**config.mk**
```make
export PLATFORM = sky130hd
export DESIGN_NAME = frame_rate_window_meter
export DESIGN_NICKNAME = d
export VERILOG_FILES = /design/src/hdl/frwm_pkg.sv /design/src/hdl/frwm_ram.sv /design/src/hdl/frame_rate_window_meter.sv
export SDC_FILE = /design/constraint.sdc
export NUM_CORES = 1
export LEC_CHECK = 0
export BUFFER_PORTS_ARGS = -buffer_cell sky130_fd_sc_hd__buf_2
export CAP_MARGIN = 15
export CORE_MARGIN = 8
export CORE_UTILIZATION = 59
export CTS_BUF_LIST = sky130_fd_sc_hd__clkbuf_4 sky130_fd_sc_hd__clkbuf_8
export CTS_CLUSTER_DIAMETER = 100
export DETAILED_ROUTE_END_ITERATION = 6
export PLACE_DENSITY_LB_ADDON = 0.15
export SLEW_MARGIN = 5
export SYNTH_ARGS = -nofsm -noshare
export SYNTH_HDL_FRONTEND = slang
export SYNTH_SLANG_ARGS = --single-unit
```
**constraint.sdc**
```tcl
create_clock -name i_clk -period 5.6 [get_ports i_clk]
set_input_delay 1.68 -clock i_clk [delete_from_list [all_inputs] [get_ports i_clk]]
set_output_delay 1.68 -clock i_clk [all_outputs]
set_load 0.02 [all_outputs]
```
**src/hdl/frwm_pkg.sv**
```systemverilog
// Package for the frame rate window meter: field widths, rate numerator,
// mode codes and the packed transaction types of both channels.
// No dependencies.
package frwm_pkg;

    localparam int VALUE_W         = 48;
    localparam int RATE_W          = 28;
    localparam int DEF_NUM_SAMPLES = 16;

    // 1000000 in 20.8 fixed point; also the largest rate the block can give
    localparam logic [RATE_W-1:0] RATE_NUM = 28'd256000000;

    localparam logic MODE_STAMP = 1'b0;
    localparam logic MODE_IVL   = 1'b1;

    typedef struct packed {
        logic               mode;
        logic [VALUE_W-1:0] value;
    } t_in;

    typedef struct packed {
        logic [RATE_W-1:0] sample_rate;
        logic [RATE_W-1:0] average_rate;
        logic              window_done;
    } t_out;

endpackage

```
**src/hdl/frwm_ram.sv**
```systemverilog
// Generic single-write, single-read RAM with registered read data.
// No dependencies.
module frwm_ram #(
    parameter int WIDTH  = 28,
    parameter int DEPTH  = 16,
    parameter int ADDR_W = 4
) (
    input  logic              i_clk,
    input  logic              i_we,
    input  logic [ADDR_W-1:0] i_waddr,
    input  logic [WIDTH-1:0]  i_wdata,
    input  logic [ADDR_W-1:0] i_raddr,
    output logic [WIDTH-1:0]  o_rdata
);

    logic [WIDTH-1:0] r_mem [DEPTH];
    logic [WIDTH-1:0] r_rdata;

    always_ff @(posedge i_clk) begin
        if (i_we) begin
            r_mem[i_waddr] <= i_wdata;
        end
        r_rdata <= r_mem[i_raddr];
    end

    assign o_rdata = r_rdata;

endmodule

```
**src/hdl/frame_rate_window_meter.sv**
```systemverilog
// Frame rate window meter, top level: interval forming, bit-serial divider,
// sample ring with running sum, output register.
// Depends on frwm_pkg and frwm_ram.
//
//  channel   | valid    | stall    | payload              | direction
//  ----------+----------+----------+----------------------+----------
//  event in  | i_valid  | o_stall  | i_data (t_in)        | into block
//  result    | o_valid  | i_stall  | o_data (t_out)       | out of block
//
// One event goes through these steps from acceptance to the next point of
// acceptance when the result is taken at once: form the interval, run the
// restoring divider for the rate, update the ring, run the same divider for
// the average, load the output register. The divider is shared and gives
// one quotient bit per cycle.
// Reset (i_rst_n low, synchronous) clears the sequencer, the last timestamp,
// the ring write slot, the running sum and the per-slot valid bits; a slot
// not yet written reads as zero, so no clearing pass is needed.
// A stalled result is held in the output register; the next result then
// waits in S_DONE with o_stall high until the register frees up.
module frame_rate_window_meter #(
    parameter int NUM_SAMPLES = frwm_pkg::DEF_NUM_SAMPLES
) (
    input  logic           i_clk,
    input  logic           i_rst_n,
    input  logic           i_valid,
    output logic           o_stall,
    input  frwm_pkg::t_in  i_data,
    output logic           o_valid,
    output frwm_pkg::t_out o_data,
    input  logic           i_stall
);

    localparam int VALUE_W = frwm_pkg::VALUE_W;
    localparam int RATE_W  = frwm_pkg::RATE_W;
    localparam int IDX_W   = (NUM_SAMPLES > 1) ? $clog2(NUM_SAMPLES) : 1;
    // each slot is below 2^RATE_W, so NUM_SAMPLES of them fit in SUM_W bits
    localparam int SUM_W   = RATE_W + IDX_W;
    localparam int CNT_W   = $clog2(RATE_W);

    localparam logic [IDX_W-1:0]   LAST_SLOT = IDX_W'(NUM_SAMPLES - 1);
    localparam logic [VALUE_W-1:0] DIVISOR_N = VALUE_W'(NUM_SAMPLES);
    localparam logic [CNT_W-1:0]   LAST_BIT  = CNT_W'(RATE_W - 1);

    typedef enum logic [2:0] {
        S_IDLE,
        S_RATE,
        S_SUM,
        S_AVG,
        S_DONE
    } t_state;

    t_state               r_state;
    logic [VALUE_W-1:0]   r_prev;
    logic [VALUE_W-1:0]   r_div;
    logic [VALUE_W-1:0]   r_rem;
    logic [RATE_W-1:0]    r_quo;
    logic [CNT_W-1:0]     r_cnt;
    logic [IDX_W-1:0]     r_slot;
    logic [NUM_SAMPLES-1:0] r_vld;
    logic [SUM_W-1:0]     r_sum;
    logic [RATE_W-1:0]    r_rate;
    logic                 r_wrap;
    logic                 r_out_valid;
    frwm_pkg::t_out       r_out;

    logic [VALUE_W-1:0]   w_diff;
    logic                 w_back;
    logic [VALUE_W-1:0]   n_div;
    logic [VALUE_W:0]     w_trial;
    logic [VALUE_W:0]     w_trial_sub;
    logic                 w_fits;
    logic [VALUE_W-1:0]   n_rem;
    logic [RATE_W-1:0]    n_quo;
    logic [RATE_W-1:0]    w_ram_rdata;
    logic [RATE_W-1:0]    w_old;
    logic [SUM_W-1:0]     n_sum;
    logic                 w_slot_last;
    logic [IDX_W-1:0]     n_slot;
    logic                 w_out_free;

    // Interval: a timestamp going backwards counts as one, and so does zero.
    always_comb begin
        w_diff = i_data.value - r_prev;
        w_back = i_data.value < r_prev;
        if (i_data.mode == frwm_pkg::MODE_IVL) begin
            n_div = i_data.value;
        end else if (w_back) begin
            n_div = VALUE_W'(1);
        end else begin
            n_div = w_diff;
        end
        if (n_div == '0) begin
            n_div = VALUE_W'(1);
        end
    end

    // One restoring step: bring down the next numerator bit, try the divisor.
    always_comb begin
        w_trial     = {r_rem, r_quo[RATE_W-1]};
        w_trial_sub = w_trial - {1'b0, r_div};
        w_fits      = w_trial >= {1'b0, r_div};
        n_rem       = w_fits ? w_trial_sub[VALUE_W-1:0] : w_trial[VALUE_W-1:0];
        n_quo       = {r_quo[RATE_W-2:0], w_fits};
    end

    // Ring update: swap the oldest slot out of the running sum.
    always_comb begin
        w_old       = r_vld[r_slot] ? w_ram_rdata : '0;
        n_sum       = r_sum - SUM_W'(w_old) + SUM_W'(r_quo);
        w_slot_last = (r_slot == LAST_SLOT);
        n_slot      = w_slot_last ? '0 : r_slot + IDX_W'(1);
    end

    assign w_out_free = !r_out_valid || !i_stall;

    always_ff @(posedge i_clk) begin
        if (!i_rst_n) begin
            r_state     <= S_IDLE;
            r_prev      <= '0;
            r_slot      <= '0;
            r_vld       <= '0;
            r_sum       <= '0;
            r_out_valid <= 1'b0;
        end else begin
            // drop the result once the far side has taken it, unless the
            // next one loads in the same cycle
            if (r_out_valid && !i_stall && r_state != S_DONE) begin
                r_out_valid <= 1'b0;
            end
            case (r_state)
                S_IDLE: begin
                    if (i_valid) begin
                        if (i_data.mode == frwm_pkg::MODE_STAMP) begin
                            r_prev <= i_data.value;
                        end
                        r_div   <= n_div;
                        r_rem   <= '0;
                        r_quo   <= frwm_pkg::RATE_NUM;
                        r_cnt   <= LAST_BIT;
                        r_state <= S_RATE;
                    end
                end
                S_RATE: begin
                    r_rem <= n_rem;
                    r_quo <= n_quo;
                    r_cnt <= r_cnt - CNT_W'(1);
                    if (r_cnt == '0) begin
                        r_state <= S_SUM;
                    end
                end
                S_SUM: begin
                    r_rate        <= r_quo;
                    r_sum         <= n_sum;
                    r_vld[r_slot] <= 1'b1;
                    r_slot        <= n_slot;
                    r_wrap        <= w_slot_last;
                    // sum < NUM_SAMPLES * 2^RATE_W, so the upper part starts
                    // as a remainder below the divisor and RATE_W steps suffice
                    r_div   <= DIVISOR_N;
                    r_rem   <= VALUE_W'(n_sum[SUM_W-1:RATE_W]);
                    r_quo   <= n_sum[RATE_W-1:0];
                    r_cnt   <= LAST_BIT;
                    r_state <= S_AVG;
                end
                S_AVG: begin
                    r_rem <= n_rem;
                    r_quo <= n_quo;
                    r_cnt <= r_cnt - CNT_W'(1);
                    if (r_cnt == '0) begin
                        r_state <= S_DONE;
                    end
                end
                S_DONE: begin
                    if (w_out_free) begin
                        r_out_valid        <= 1'b1;
                        r_out.sample_rate  <= r_rate;
                        r_out.average_rate <= r_quo;
                        r_out.window_done  <= r_wrap;
                        r_state            <= S_IDLE;
                    end
                end
                default: begin
                    r_state <= S_IDLE;
                end
            endcase
        end
    end

    frwm_ram #(
        .WIDTH  (RATE_W),
        .DEPTH  (NUM_SAMPLES),
        .ADDR_W (IDX_W)
    ) u_ring (
        .i_clk   (i_clk),
        .i_we    (r_state == S_SUM),
        .i_waddr (r_slot),
        .i_wdata (r_quo),
        .i_raddr (r_slot),
        .o_rdata (w_ram_rdata)
    );

    assign o_stall = (r_state != S_IDLE);
    assign o_valid = r_out_valid;
    assign o_data  = r_out;

endmodule

```
* Yosys cells after proc, flatten, opt, wreduce, memory -nomap -nowiden
Memories as Yosys holds them, arrays and structs flattened. A register that Yosys moved wholly into a read port is not among the register bits.
Cells that the tools add are included.
** Storage, ports and cells
- Bits in registers :: 319
- RAM bits :: 448
- Input bits :: 53
- Output and inout port bits :: 59
- Word-level logic and storage cells :: 85
- Memories kept :: 1
** Memory list
- u_ring.r_mem :: depth 16, width 28, rd ports 1, clocked after memory_dff 1, write ports 1, RTL line frwm_ram.sv:16 : logic [WIDTH-1:0] r_mem [DEPTH];
** Operators by class
- $add $sub $neg :: 6
- Order comparisons :: 4
- Equal/unequal tests :: 10
- Multiplexer cells :: 28
- Bitwise logic cells :: 2
- Reduce and logical (&&, ||, !) cells :: 19
** Operator list (count)
- $mux W48 :: 6
- $pmux W48 S3 :: 1
- $pmux W48 S2 :: 1
- $sub A48 B48 Y48 :: 2
- $pmux W28 S3 :: 1
- $mux W28 :: 2
- $ge A49 B48 Y1 :: 1
- $logic_not A48 Y1 :: 1
- $lt A48 B48 Y1 :: 1
- $add A32 B28 Y32 :: 1
- $sub A32 B28 Y32 :: 1
- $or A16 B16 Y16 :: 1
- $pmux W3 S5 :: 1
- $pmux W5 S3 :: 1
- $mux W3 :: 4
- $reduce_and A3 Y1 :: 4
- $ne A2 B2 Y1 const B :: 4
- $mux W1 :: 7
- $eq A3 B2 Y1 const B :: 2
- $reduce_bool A3 Y1 :: 2
- $logic_not A5 Y1 :: 1
- $lt A4 B5 Y1 const B :: 1
- $mux W5 :: 1
- $sub A5 B1 Y5 const B :: 1
- other kinds (18) :: 21

* Logic depth before layout (Yosys ltp)
Gate-level depths: netlist of the first run.
- Depth after elaboration :: 7
- Depth in mapped cells :: 20
- Gate-level depth less buffers :: 18

* By module
A second synthesis of the first run with hierarchy kept.
** Unflattened totals
- Cells, all modules :: 3153
- Area total of the unflattened synthesis :: 38828.5 um^2
** By module, submodules not included
- frame_rate_window_meter :: times used 1, cells an instance 2418, area each 21295.4 um^2, seq. area each 8538.2 um^2
- frwm_ram :: times used 1, cells an instance 735, area each 17533.1 um^2, seq. area each 14013.4 um^2

* Worst setup path after synthesis of the first run
OpenSTA, ideal clock, no wires.
- Path type :: input port to flip-flop
- Start point :: input i_rst_n
- End point :: register r_cnt[0] (enable)
- Setup time :: 522 ps
- Data arrival time :: 5450 ps
- Data required time :: 5078 ps
- Setup slack :: -372 ps
- Cell stages on the path :: 3
- Buffers on the path :: 1
- Cells stage by stage :: clkbuf_1 > nand2b_1 > nor2_1
** On the way
- Word-level cells in the longest chain between the ends :: 1
** Ends and longest elaborated chain
- start, declared :: RTL line frame_rate_window_meter.sv:24 : input logic i_rst_n,
- $reduce_and A3 Y1 (no source line)
- end signal, assigned :: RTL line frame_rate_window_meter.sv:146 : r_cnt <= r_cnt - CNT_W'(1);
- end signal, assigned :: RTL line frame_rate_window_meter.sv:168 : r_cnt <= r_cnt - CNT_W'(1);
- end, declared :: RTL line frame_rate_window_meter.sv:57 : logic [CNT_W-1:0] r_cnt;
No other way between the ends.
A chain may end at the register's enable or synchronous reset.

* Worst setup path after layout of the first run
- Start point :: register r_slot[0]
- End point :: register r_rem[3], data pin
** On the way
- Word-level cells in the longest chain between the ends :: 6
** Ends and longest elaborated chain
- start, declared :: RTL line frame_rate_window_meter.sv:58 : logic [IDX_W-1:0] r_slot;
- start signal, assigned :: RTL line frame_rate_window_meter.sv:155 : r_slot <= n_slot;
- $bmux W1 S4 :: RTL line frame_rate_window_meter.sv:108 : w_old = r_vld[r_slot] ? w_ram_rdata : '0;
- $mux W1 (implied by the code) :: RTL line frame_rate_window_meter.sv:108
- $mux W28 :: RTL line frame_rate_window_meter.sv:108
- $sub A32 B28 Y32 :: RTL line frame_rate_window_meter.sv:109 : n_sum = r_sum - SUM_W'(w_old) + SUM_W'(r_quo);
- $add A32 B28 Y32 :: RTL line frame_rate_window_meter.sv:109
- $pmux W48 S3 :: RTL line frame_rate_window_meter.sv:130 : case (r_state)
- end signal, assigned :: RTL line frame_rate_window_meter.sv:144 : r_rem <= n_rem;
- end signal, assigned :: RTL line frame_rate_window_meter.sv:160 : r_rem <= VALUE_W'(n_sum[SUM_W-1:RATE_W]);
- end signal, assigned :: RTL line frame_rate_window_meter.sv:166 : r_rem <= n_rem;
- end, declared :: RTL line frame_rate_window_meter.sv:55 : logic [VALUE_W-1:0] r_rem;
No other way between the ends. The select of a mux whose other input is x is not followed.

==> impl_results.rst, run 1 <==
.. list-table::
   :header-rows: 1

   * - Metric
     - Value
   * - Crit. End Element
     - register
   * - Busiest grt layer
     - met2
   * - Sequential area share after synthesis
     - 0.588
   * - Core Rows
     - 93
   * - Non-filler cells in the finished layout
     - 4,118
   * - Launching point of the worst reg2reg path
     - r_slot[0]
   * - #FFs+latches synth
     - 795
   * - Vias post-DR
     - 25,012
   * - Worst min-delay path category
     - reg2reg
   * - Worst hold path startpoint
     - r_rate[22]
   * - Area added between synthesis and finish
     - 11.4%
   * - M3 GR Usage
     - 0.0450
   * - Count of antenna-violating nets left after detailed routing
     - 0
   * - Most repeated cell in the gate-level netlist after synthesis
     - sky130_fd_sc_hd__edfxtp_1
   * - Most area-hungry cell type in the Yosys netlist
     - sky130_fd_sc_hd__edfxtp_1
   * - Global Route Usage Sum
     - 0.260
   * - Mean Syn Cell Area
     - 12.8 um2
   * - Total non-filler cell area in the finished layout
     - 0.0427 mm2
   * - GR met2 Demand/Resource
     - 0.441
   * - Remaining routing DRC violations
     - 0
   * - Count of flip-flops with a built-in enable after synthesis
     - 663
   * - Wire length of the first global-routing pass
     - 148 mm
   * - Initial Util
     - 0.596
   * - Area share of the leading cell type in the synthesized netlist
     - 0.519
   * - CTS tree
     - yes
   * - Synth Area in XOR/XNOR
     - 0.0244
   * - Achievable clock frequency
     - 180 MHz
   * - Static leakage
     - 15.4 nW
   * - Via-to-Cell Ratio
     - 6.07
   * - Number of buffers inserted by port buffering
     - 111
   * - Number of buffers added to fix hold violations after cts
     - 0
   * - Post-synthesis mux area share
     - 0.0957
   * - Number of antenna violations at the first check in global routing
     - 3
   * - Outcome
     - completed
   * - Critical path origin
     - r_slot[0]
   * - Internal power of the cells
     - 0.00993 W
   * - I/O pin total
     - 112
   * - Share of the synthesized area in compound gates (AO/OA/AOI/OAI)
     - 0.106
   * - Warning count from the yosys run
     - 0
   * - Height of the die
     - 271 um
   * - Clock transition time at the flip-flop clock pins of the worst setup and hold paths
     - 0.06 ns
   * - Pin count of the biggest net entering global routing
     - 68
   * - Count of H-tree levels built during CTS
     - 4
   * - Element type at the critical path start
     - register
   * - # clock sinks
     - 795
   * - Synth unique cells
     - 85
   * - Layout cell share with drive strength beyond 1
     - 0.182
   * - Synthesized Nets
     - 3,223
   * - Worst skew pair latency
     - 0.78 ns
   * - Width of the chip
     - 271 um
   * - Maximum clock insertion buffer count
     - 3
   * - Share of synthesized cell area in and, or, nand and nor gates
     - 0.0892
   * - Area of the die
     - 0.0734 mm2
   * - Cells after Synth
     - 3,007
   * - Proportion of power drawn by combinational gates
     - 0.112
   * - Fin. Hold Viols
     - 0
   * - Final net count
     - 3,374
   * - Portion of total power attributed to the clock network
     - 0.391
   * - Fraction of power consumed by sequential logic
     - 0.498
   * - Power per unit of standard cell area
     - 311 mW/mm2
   * - Top cells by area in the synthesized netlist
     - sky130_fd_sc_hd__edfxtp_1 52%, sky130_fd_sc_hd__mux4_2 8.5%, sky130_fd_sc_hd__dfxtp_1 6.9%, sky130_fd_sc_hd__ha_1 4.3%, sky130_fd_sc_hd__a21oi_1 3.1%
   * - Endpoint arrival time on the critical path
     - 6.05 ns
   * - RSZ-0062 raised after global routing
     - true
   * - Main combinational cell family by area after synthesis
     - compound AO/OA/AOI/OAI gates
   * - Estimated wirelength of the detail-placed design
     - 61.2 mm
   * - Placed standard-cell area
     - 0.0398 mm2
   * - Synth top cells by count
     - 663 x sky130_fd_sc_hd__edfxtp_1, 290 x sky130_fd_sc_hd__nand2_1, 246 x sky130_fd_sc_hd__inv_1
   * - Total core area
     - 0.0643 mm2
   * - Most used flip-flop cell after synthesis
     - sky130_fd_sc_hd__edfxtp_1
   * - Share of async-settable or async-resettable flops after synthesis
     - 0
   * - Switching Power
     - 0.00334 W
   * - Final estimated routing congestion in global placement
     - 0.960
   * - Overflow left after global routing
     - 0
   * - TritonCTS Buffers
     - 131
   * - Fin Clk Skew
     - 0.0375 ns
   * - Measured slew at the worst slew-check pin
     - 1.23 ns
   * - Fin crit share
     - 0.990
   * - Biggest fanout along the worst timing path
     - 6
   * - DR iter-0 viols
     - 2,357
   * - Global-route met1 utilization
     - 0.326
   * - IR drop worst, VDD
     - 0.000276 V
   * - Cell at the root of the clock tree
     - sky130_fd_sc_hd__clkbuf_8
   * - Switching part of the total power
     - 0.252
   * - Number of placed instances, taps included
     - 3,872
   * - Pins Over Slew Limit
     - 0
   * - Crit path time final
     - 5.55 ns
   * - Post-synthesis instance area
     - 0.0383 mm2
   * - Detailed-route wire length
     - 96.3 mm
   * - Max-cap violation count
     - 0
   * - Critical Path RT
     - 6.11 ns
   * - Setup violations, final
     - 0
   * - Share of synthesized cell area in full adder, half adder and majority cells
     - 0.0591
   * - Wire per inst
     - 23.4 um
   * - Vias in the first global route
     - 25,567
   * - Setup CP Type
     - reg2reg
   * - Normalized max-slew margin
     - 0.178
   * - Drt pass-1 iters
     - 6
-- power by group through the flow --
| stage | clock [W] | combinational, W | sequential, W |
|---|---|---|---|
| after global routing | 0.00553 | 0.00163 | 0.00661 |
| after floorplan | 0 | 0.00107 | 0.00668 |
| after CTS | 0.00527 | 0.00145 | 0.00660 |
| after global placement | 0 | 0.00143 | 0.00672 |
| after detailed placement | 0 | 0.00144 | 0.00673 |
| final | 0.00518 | 0.00148 | 0.00660 |
-- state kept, by name, indices dropped and copies added, names as in the netlist --
name	flops
r_prev	48
u_ring.r_mem	448
u_ring.o_rdata	28
r_div	48
r_slot	4
r_quo	28
r_rem	48
r_sum	32
r_state	3
r_rate	28
r_cnt	5
o_valid	1
r_vld	16
r_wrap	1
o_data	57
-- logic make-up (layout without fill, tap and decap cells) --
family,Yosys count,after routing
fa+ha+maj,163,163
flops,795,795
xor+xnor,106,106
mux,185,186
other cells,0,2
simple gates,741,741
compound gates,636,636
buf+inv,381,634
-- timing repair --
action,in CTS,in global routing
cloned,1,0
setup buffers,0,4
setup endpoints to repair,1,5
resized for setup,0,23
pin swaps,1,7
-- per-layer routing --
metal / wire (um) / part of all wire
met5: 13 / 0.00014
met4: 4020 / 0.042
met3: 5380 / 0.056
met2: 48000 / 0.50
met1: 38900 / 0.40
-- stage by stage --
| stage | utilization | setup WS (ns) | total power [W] | hold WS [ns] | TNS (ns) |
|---|---|---|---|---|---|
| 6_report | 0.664 | 0.0540 | 0.0133 | 0.415 | 0 |
| 4_1_cts | 0.661 | 0.0275 | 0.0133 | 0.418 | 0 |
| 5_1_grt | 0.664 | -0.0441 | 0.0138 | 0.423 | -0.0441 |
| 2_1_floorplan | - | 0.0164 | 0.00776 | 0.400 | 0 |
| 3_3_place_gp | 0.619 | 0.0259 | 0.00815 | 0.400 | 0 |
| 3_5_place_dp | 0.619 | -0.0115 | 0.00817 | 0.405 | -0.0115 |
-- layout make-up --
| type | instances | area, um2 |
|---|---|---|
| flip-flops and latches | 795 | 22600 |
| fillers | 4672 | 21600 |
| multi-input cells | 1832 | 14600 |
| clock buffers | 194 | 2350 |
| well taps | 855 | 1070 |
| inverters | 249 | 936 |
| repair buffers | 149 | 910 |
| clock inverters | 42 | 345 |
| diodes | 2 | 5.00 |
-- worst paths after layout --
check        slack [ns]          to  depth (start not counted)
max reg2reg        0.05    r_rem[3]                         17
min                0.41  o_data[51]                          0
max                0.05    r_rem[3]                         17
min reg2reg        0.41  o_data[51]                          0
-- critical path, stage by stage (launching register included) --
cell and delay, ns:
sky130_fd_sc_hd__dfxtp_4 0.40, sky130_fd_sc_hd__mux4_2 0.55, sky130_fd_sc_hd__mux4_2 0.64, sky130_fd_sc_hd__and2_4 0.20
sky130_fd_sc_hd__fa_1 0.50, sky130_fd_sc_hd__inv_2 0.05, sky130_fd_sc_hd__ha_4 0.23, sky130_fd_sc_hd__a21oi_2 0.13
sky130_fd_sc_hd__nor2_2 0.05, sky130_fd_sc_hd__or4_1 0.48, sky130_fd_sc_hd__o221a_4 0.25, sky130_fd_sc_hd__or3_4 0.37
sky130_fd_sc_hd__a2111o_1 0.42, sky130_fd_sc_hd__a311oi_4 0.40, sky130_fd_sc_hd__o21ai_2 0.13, sky130_fd_sc_hd__xnor2_2 0.15
sky130_fd_sc_hd__xor2_1 0.14, sky130_fd_sc_hd__a22o_1 0.17
-- placed cells by master (no fill, tap or decap), drive strengths merged, types with 12 or more instances in the layout --
| master | count |
|---|---|
| a21o | 65 |
| o31ai | 15 |
| or3 | 13 |
| nor2b | 12 |
| a21oi | 239 |
| a31oi | 19 |
| nand2 | 290 |
| and3 | 24 |
| inv | 253 |
| nand4 | 31 |
| o21ai | 114 |
| nor3 | 36 |
| edfxtp | 663 |
| ha | 133 |
| clkinv | 30 |
| dfxtp | 132 |
| o21a | 34 |
| a22oi | 15 |
| nand3 | 26 |
| xor2 | 40 |
| mux2i | 37 |
| nor2 | 185 |
| a211oi | 24 |
| mux4 | 146 |
| fa | 30 |
| xnor2 | 66 |
| nor4 | 23 |
| buf | 149 |
| clkbuf | 194 |
| nand2b | 19 |
| o21bai | 17 |
| and2 | 56 |
Power figures use the tool's default switching activity.
==> inputs of run 2 (changes only) <==
--- a/config.mk
+++ b/config.mk
@@ -16,4 +16,5 @@
 export SLEW_MARGIN = 5
 export SYNTH_ARGS = -nofsm -noshare
 export SYNTH_HDL_FRONTEND = slang
+export SYNTH_HIERARCHICAL = 1
 export SYNTH_SLANG_ARGS = --single-unit
==> run 2 against run 1 <==
- hold slack got worse by 0.010 ns
- combinational power increased by 3%
- largest power group unchanged
- via count increased by 6.4%
- utilization decreased by 0.16 points
- clock-buffer cell count decreased by 12
==> impl_results.rst, run 2 <==
.. list-table::
   :header-rows: 1

   * - Metric
     - Value
   * - Warning count from the yosys run
     - 6 (+6)
   * - Area added between synthesis and finish
     - 11.8%
   * - Max-cap violation count
     - 0 (unchanged)
   * - Largest register FFs
     - 448 (unchanged)
   * - Overflow left after global routing
     - 0 (unchanged)
   * - Post-CTS Setup Bufs
     - 0 (unchanged)
   * - Post-synthesis instance area
     - 0.0388 mm2 (+1.3%)
   * - Via-to-Cell Ratio
     - 6.19 (+1.9%)
   * - Global Route Usage Sum
     - 0.275 (+0.0145)
   * - Fill cells
     - 4,900 (+4.9%)
   * - Buf+Inv Stages, Crit Path
     - 2 (+1)
   * - Setup violations, final
     - 0 (unchanged)
   * - Share of async-settable or async-resettable flops after synthesis
     - 0 (unchanged)
   * - Sequential area share after synthesis
     - 0.581 (-0.00739)
   * - Fin crit share
     - 0.946 (-0.0443)
   * - Measured slew at the worst slew-check pin
     - 1.15 ns (-0.0827 ns)
   * - R2R setup slack
     - 0.30 ns (+0.25 ns)
   * - Synth unique cells
     - 84 (-1.2%)
   * - Most repeated cell in the gate-level netlist after synthesis
     - sky130_fd_sc_hd__edfxtp_1
   * - Area of the die
     - 0.0743 mm2 (+1.2%)
   * - Count of H-tree levels built during CTS
     - 4 (unchanged)
   * - Biggest fanout along the worst timing path
     - 14 (+8)
   * - Vias in the first global route
     - 26,450 (+3.5%)
   * - Normalized max-slew margin
     - 0.231 (+0.0530)
   * - Most area-hungry cell type in the Yosys netlist
     - sky130_fd_sc_hd__edfxtp_1
   * - Element type at the critical path start
     - register
   * - TritonCTS Buffers
     - 130 (-0.76%)
   * - Number of cells upsized or downsized after cts
     - 0 (unchanged)
   * - Cells after Synth
     - 3,153 (+4.9%)
   * - Layout cell share with drive strength beyond 1
     - 0.159 (-0.0225)
   * - Clock transition time at the flip-flop clock pins of the worst setup and hold paths
     - 0.07 ns (about the same)
   * - Area of all sequential standard cells
     - 0.0226 mm2 (about the same)
   * - Largest register by flop count
     - u_ring/r_mem
   * - I/O pin total
     - 112 (unchanged)
   * - Setup tns final
     - 0 ns (unchanged)
   * - Worst min-delay path category
     - reg2reg
   * - Total non-filler cell area in the finished layout
     - 0.0434 mm2 (+1.6%)
   * - Critical Path RT
     - 6.08 ns (-0.03 ns)
   * - Achievable clock frequency
     - 189 MHz (+4.7%)
   * - Final estimated routing congestion in global placement
     - 0.951 (-1.0%)
   * - Drt pass-1 iters
     - 5 (-1)
   * - Largest stage delay on the critical path
     - 0.51 ns (-0.13 ns)
   * - Vias post-DR
     - 26,608 (+6.4%)
   * - Outcome
     - completed
   * - Estimated wirelength of the detail-placed design
     - 69.0 mm (+13%)
   * - Multi-input gate area
     - 0.0148 mm2 (+2.0%)
   * - Power per unit of standard cell area
     - 313 mW/mm2 (+0.70%)
   * - Crit. End Element
     - register
   * - Wire length of the first global-routing pass
     - 156 mm (+5.6%)
   * - IR drop worst, VDD
     - 0.000250 V (-9.3%)
   * - # clock sinks
     - 795 (unchanged)
   * - Fin. Hold Viols
     - 0 (unchanged)
   * - Width of the chip
     - 273 um (+0.60%)
   * - Synth top cells by count
     - 663 x sky130_fd_sc_hd__edfxtp_1, 367 x sky130_fd_sc_hd__nand2_1, 253 x sky130_fd_sc_hd__inv_1
   * - Top cells by area in the synthesized netlist
     - sky130_fd_sc_hd__edfxtp_1 51%, sky130_fd_sc_hd__dfxtp_1 6.8%, sky130_fd_sc_hd__mux4_2 5.7%, sky130_fd_sc_hd__ha_1 4.3%, sky130_fd_sc_hd__nand2_1 3.5%
   * - Critical path origin
     - r_slot[0]
   * - Worst hold path startpoint
     - r_rate[7]
   * - Total core area
     - 0.0655 mm2 (+1.8%)
   * - Wire per inst
     - 24.0 um (+2.5%)
   * - Height of the die
     - 273 um (+0.60%)
   * - Launching point of the worst reg2reg path
     - r_slot[0]
   * - Synthesized Nets
     - 3,369 (+4.5%)
   * - Family with the most delay on the worst path
     - compound AO/OA/AOI/OAI gates
   * - Endpoint arrival time on the critical path
     - 5.77 ns (-0.28 ns)
   * - #FFs+latches synth
     - 795 (unchanged)
   * - Remaining routing DRC violations
     - 0 (unchanged)
   * - Cell at the root of the clock tree
     - sky130_fd_sc_hd__clkbuf_8
   * - Pins Over Slew Limit
     - 0 (unchanged)
   * - Placed standard-cell area
     - 0.0405 mm2 (+1.8%)
   * - RSZ-0062 raised after global routing
     - false
   * - Crit path time final
     - 5.30 ns (-0.248 ns)
   * - Worst-path cell chain
     - mux4_2, mux4_2, buf_4, and2_1, ha_1, inv_1, ha_1, fa_1, a21o_1, a21oi_2, o21ai_0, and3_1, nor2_1, a31oi_1, a2111oi_2, nor2_1, a31oi_1, mux2i_1, o21ai_0
   * - Initial Util
     - 0.593 (-0.00312)
   * - Number of buffers inserted by port buffering
     - 111 (unchanged)
   * - Maximum clock insertion buffer count
     - 3 (unchanged)
   * - Final net count
     - 3,544 (+5.0%)
   * - Commonest non-fill, non-tap cell in the layout
     - sky130_fd_sc_hd__edfxtp_1
   * - Slowest cell on the critical path
     - sky130_fd_sc_hd__mux4_2
   * - Most used flip-flop cell after synthesis
     - sky130_fd_sc_hd__edfxtp_1
   * - Area share of the leading cell type in the synthesized netlist
     - 0.513 (-0.00653)
   * - DR iter-0 viols
     - 2,501 (+6.1%)
   * - Mean Syn Cell Area
     - 12.3 um2 (-3.4%)
   * - Core Rows
     - 94 (+1.1%)
   * - CTS tree
     - yes
   * - Setup CP Type
     - reg2reg
   * - Pin count of the biggest net entering global routing
     - 82 (+21%)
   * - Number of buffers added to fix hold violations after cts
     - 0 (unchanged)
   * - Count of flip-flops with a built-in enable after synthesis
     - 663 (unchanged)
   * - Count of antenna-violating nets left after detailed routing
     - 0 (unchanged)
   * - Worst skew pair latency
     - 0.81 ns (+0.03 ns)
   * - Top library cells by usage in the layout, fill and taps aside
     - 663 x sky130_fd_sc_hd__edfxtp_1, 366 x sky130_fd_sc_hd__nand2_1, 251 x sky130_fd_sc_hd__inv_1
   * - Number of antenna violations at the first check in global routing
     - 1 (-2)
   * - Fin Clk Skew
     - 0.0422 ns (+0.00470 ns)
   * - Detailed-route wire length
     - 103 mm (+7.0%)
   * - Static leakage
     - 15.6 nW (+1.2%)
-- run 2: cell count changes after synthesis, sizes merged, moves of 26 or more --
cell    before  now
nand3       26   65
o21ai      114  141
a21oi      239  188
a21boi       4   85
nand2      290  367
mux4       145  117
mux2i       37    6
nor2       185  153
a22oi       15   67
nor2b       12   38
-- run 2: cell families (layout without fill, tap and decap cells) --
logic type,Yosys count,in the layout,share of synthesized area
adders and majority gates,163,163,0.0583
AOI/OAI and AO/OA,732,732,0.123
DFF,795,795,0.581
and+or+nand+nor,846,846,0.101
muxes,124,124,0.0714
xor gates and xnor gates,107,107,0.0241
buffers and inverters,386,665,0.0413
other,0,1,0
-- run 2: final timing paths --
check / cells after the start / end
setup reg to reg: 19 / r_rem[0]
hold reg to reg: 0 / o_data[36]
setup / recovery: 19 / r_rem[0]
hold / removal: 0 / o_data[36]
-- run 2: routing by layer --
metal | share of wire | vias to the layer above | global-route usage | wire length (um)
met2 | 0.44 | 1105 | 0.405 | 45400
met1 | 0.45 | 13244 | 0.402 | 46200
li1 | - | 12082 | - | -
met4 | 0.025 | 0 | 0.0880 | 2630
met5 | 0 | - | 0 | 0
met3 | 0.085 | 177 | 0.0642 | 8790
-- run 2: cell type report --
class	count	share of cell area
Antenna cell	1	0.0000577
Multi-Input combinational cell	1972	0.342
Clock buffer	182	0.0522
Clock inverter	54	0.0131
Tap cell	864	0.0249
Sequential cell	795	0.520
Inverter	253	0.0219
Timing Repair Buffer	176	0.0258
-- run 2: report_power, final --
part           internal (W)  leakage, nW  total, W  switching, W
logic              0.000555         7.02   0.00153      0.000971
clock network       0.00301         1.48   0.00544       0.00243
registers           0.00651         7.11   0.00661     0.0000991
-- run 2: per-stage QoR --
step | setup slack [ns] | total power [W] | cells | hold slack (ns) | utilization
floorplan | 0.253 | 0.00774 | 3153 | 0.400 | -
global placement | 0.238 | 0.00819 | 4056 | 0.400 | 0.618
detailed placement | 0.216 | 0.00821 | 4059 | 0.405 | 0.619
CTS | 0.137 | 0.0136 | 4295 | 0.402 | 0.662
global route | 0.0681 | 0.0141 | 4297 | 0.421 | 0.662
finish | 0.302 | 0.0136 | 4297 | 0.404 | 0.662
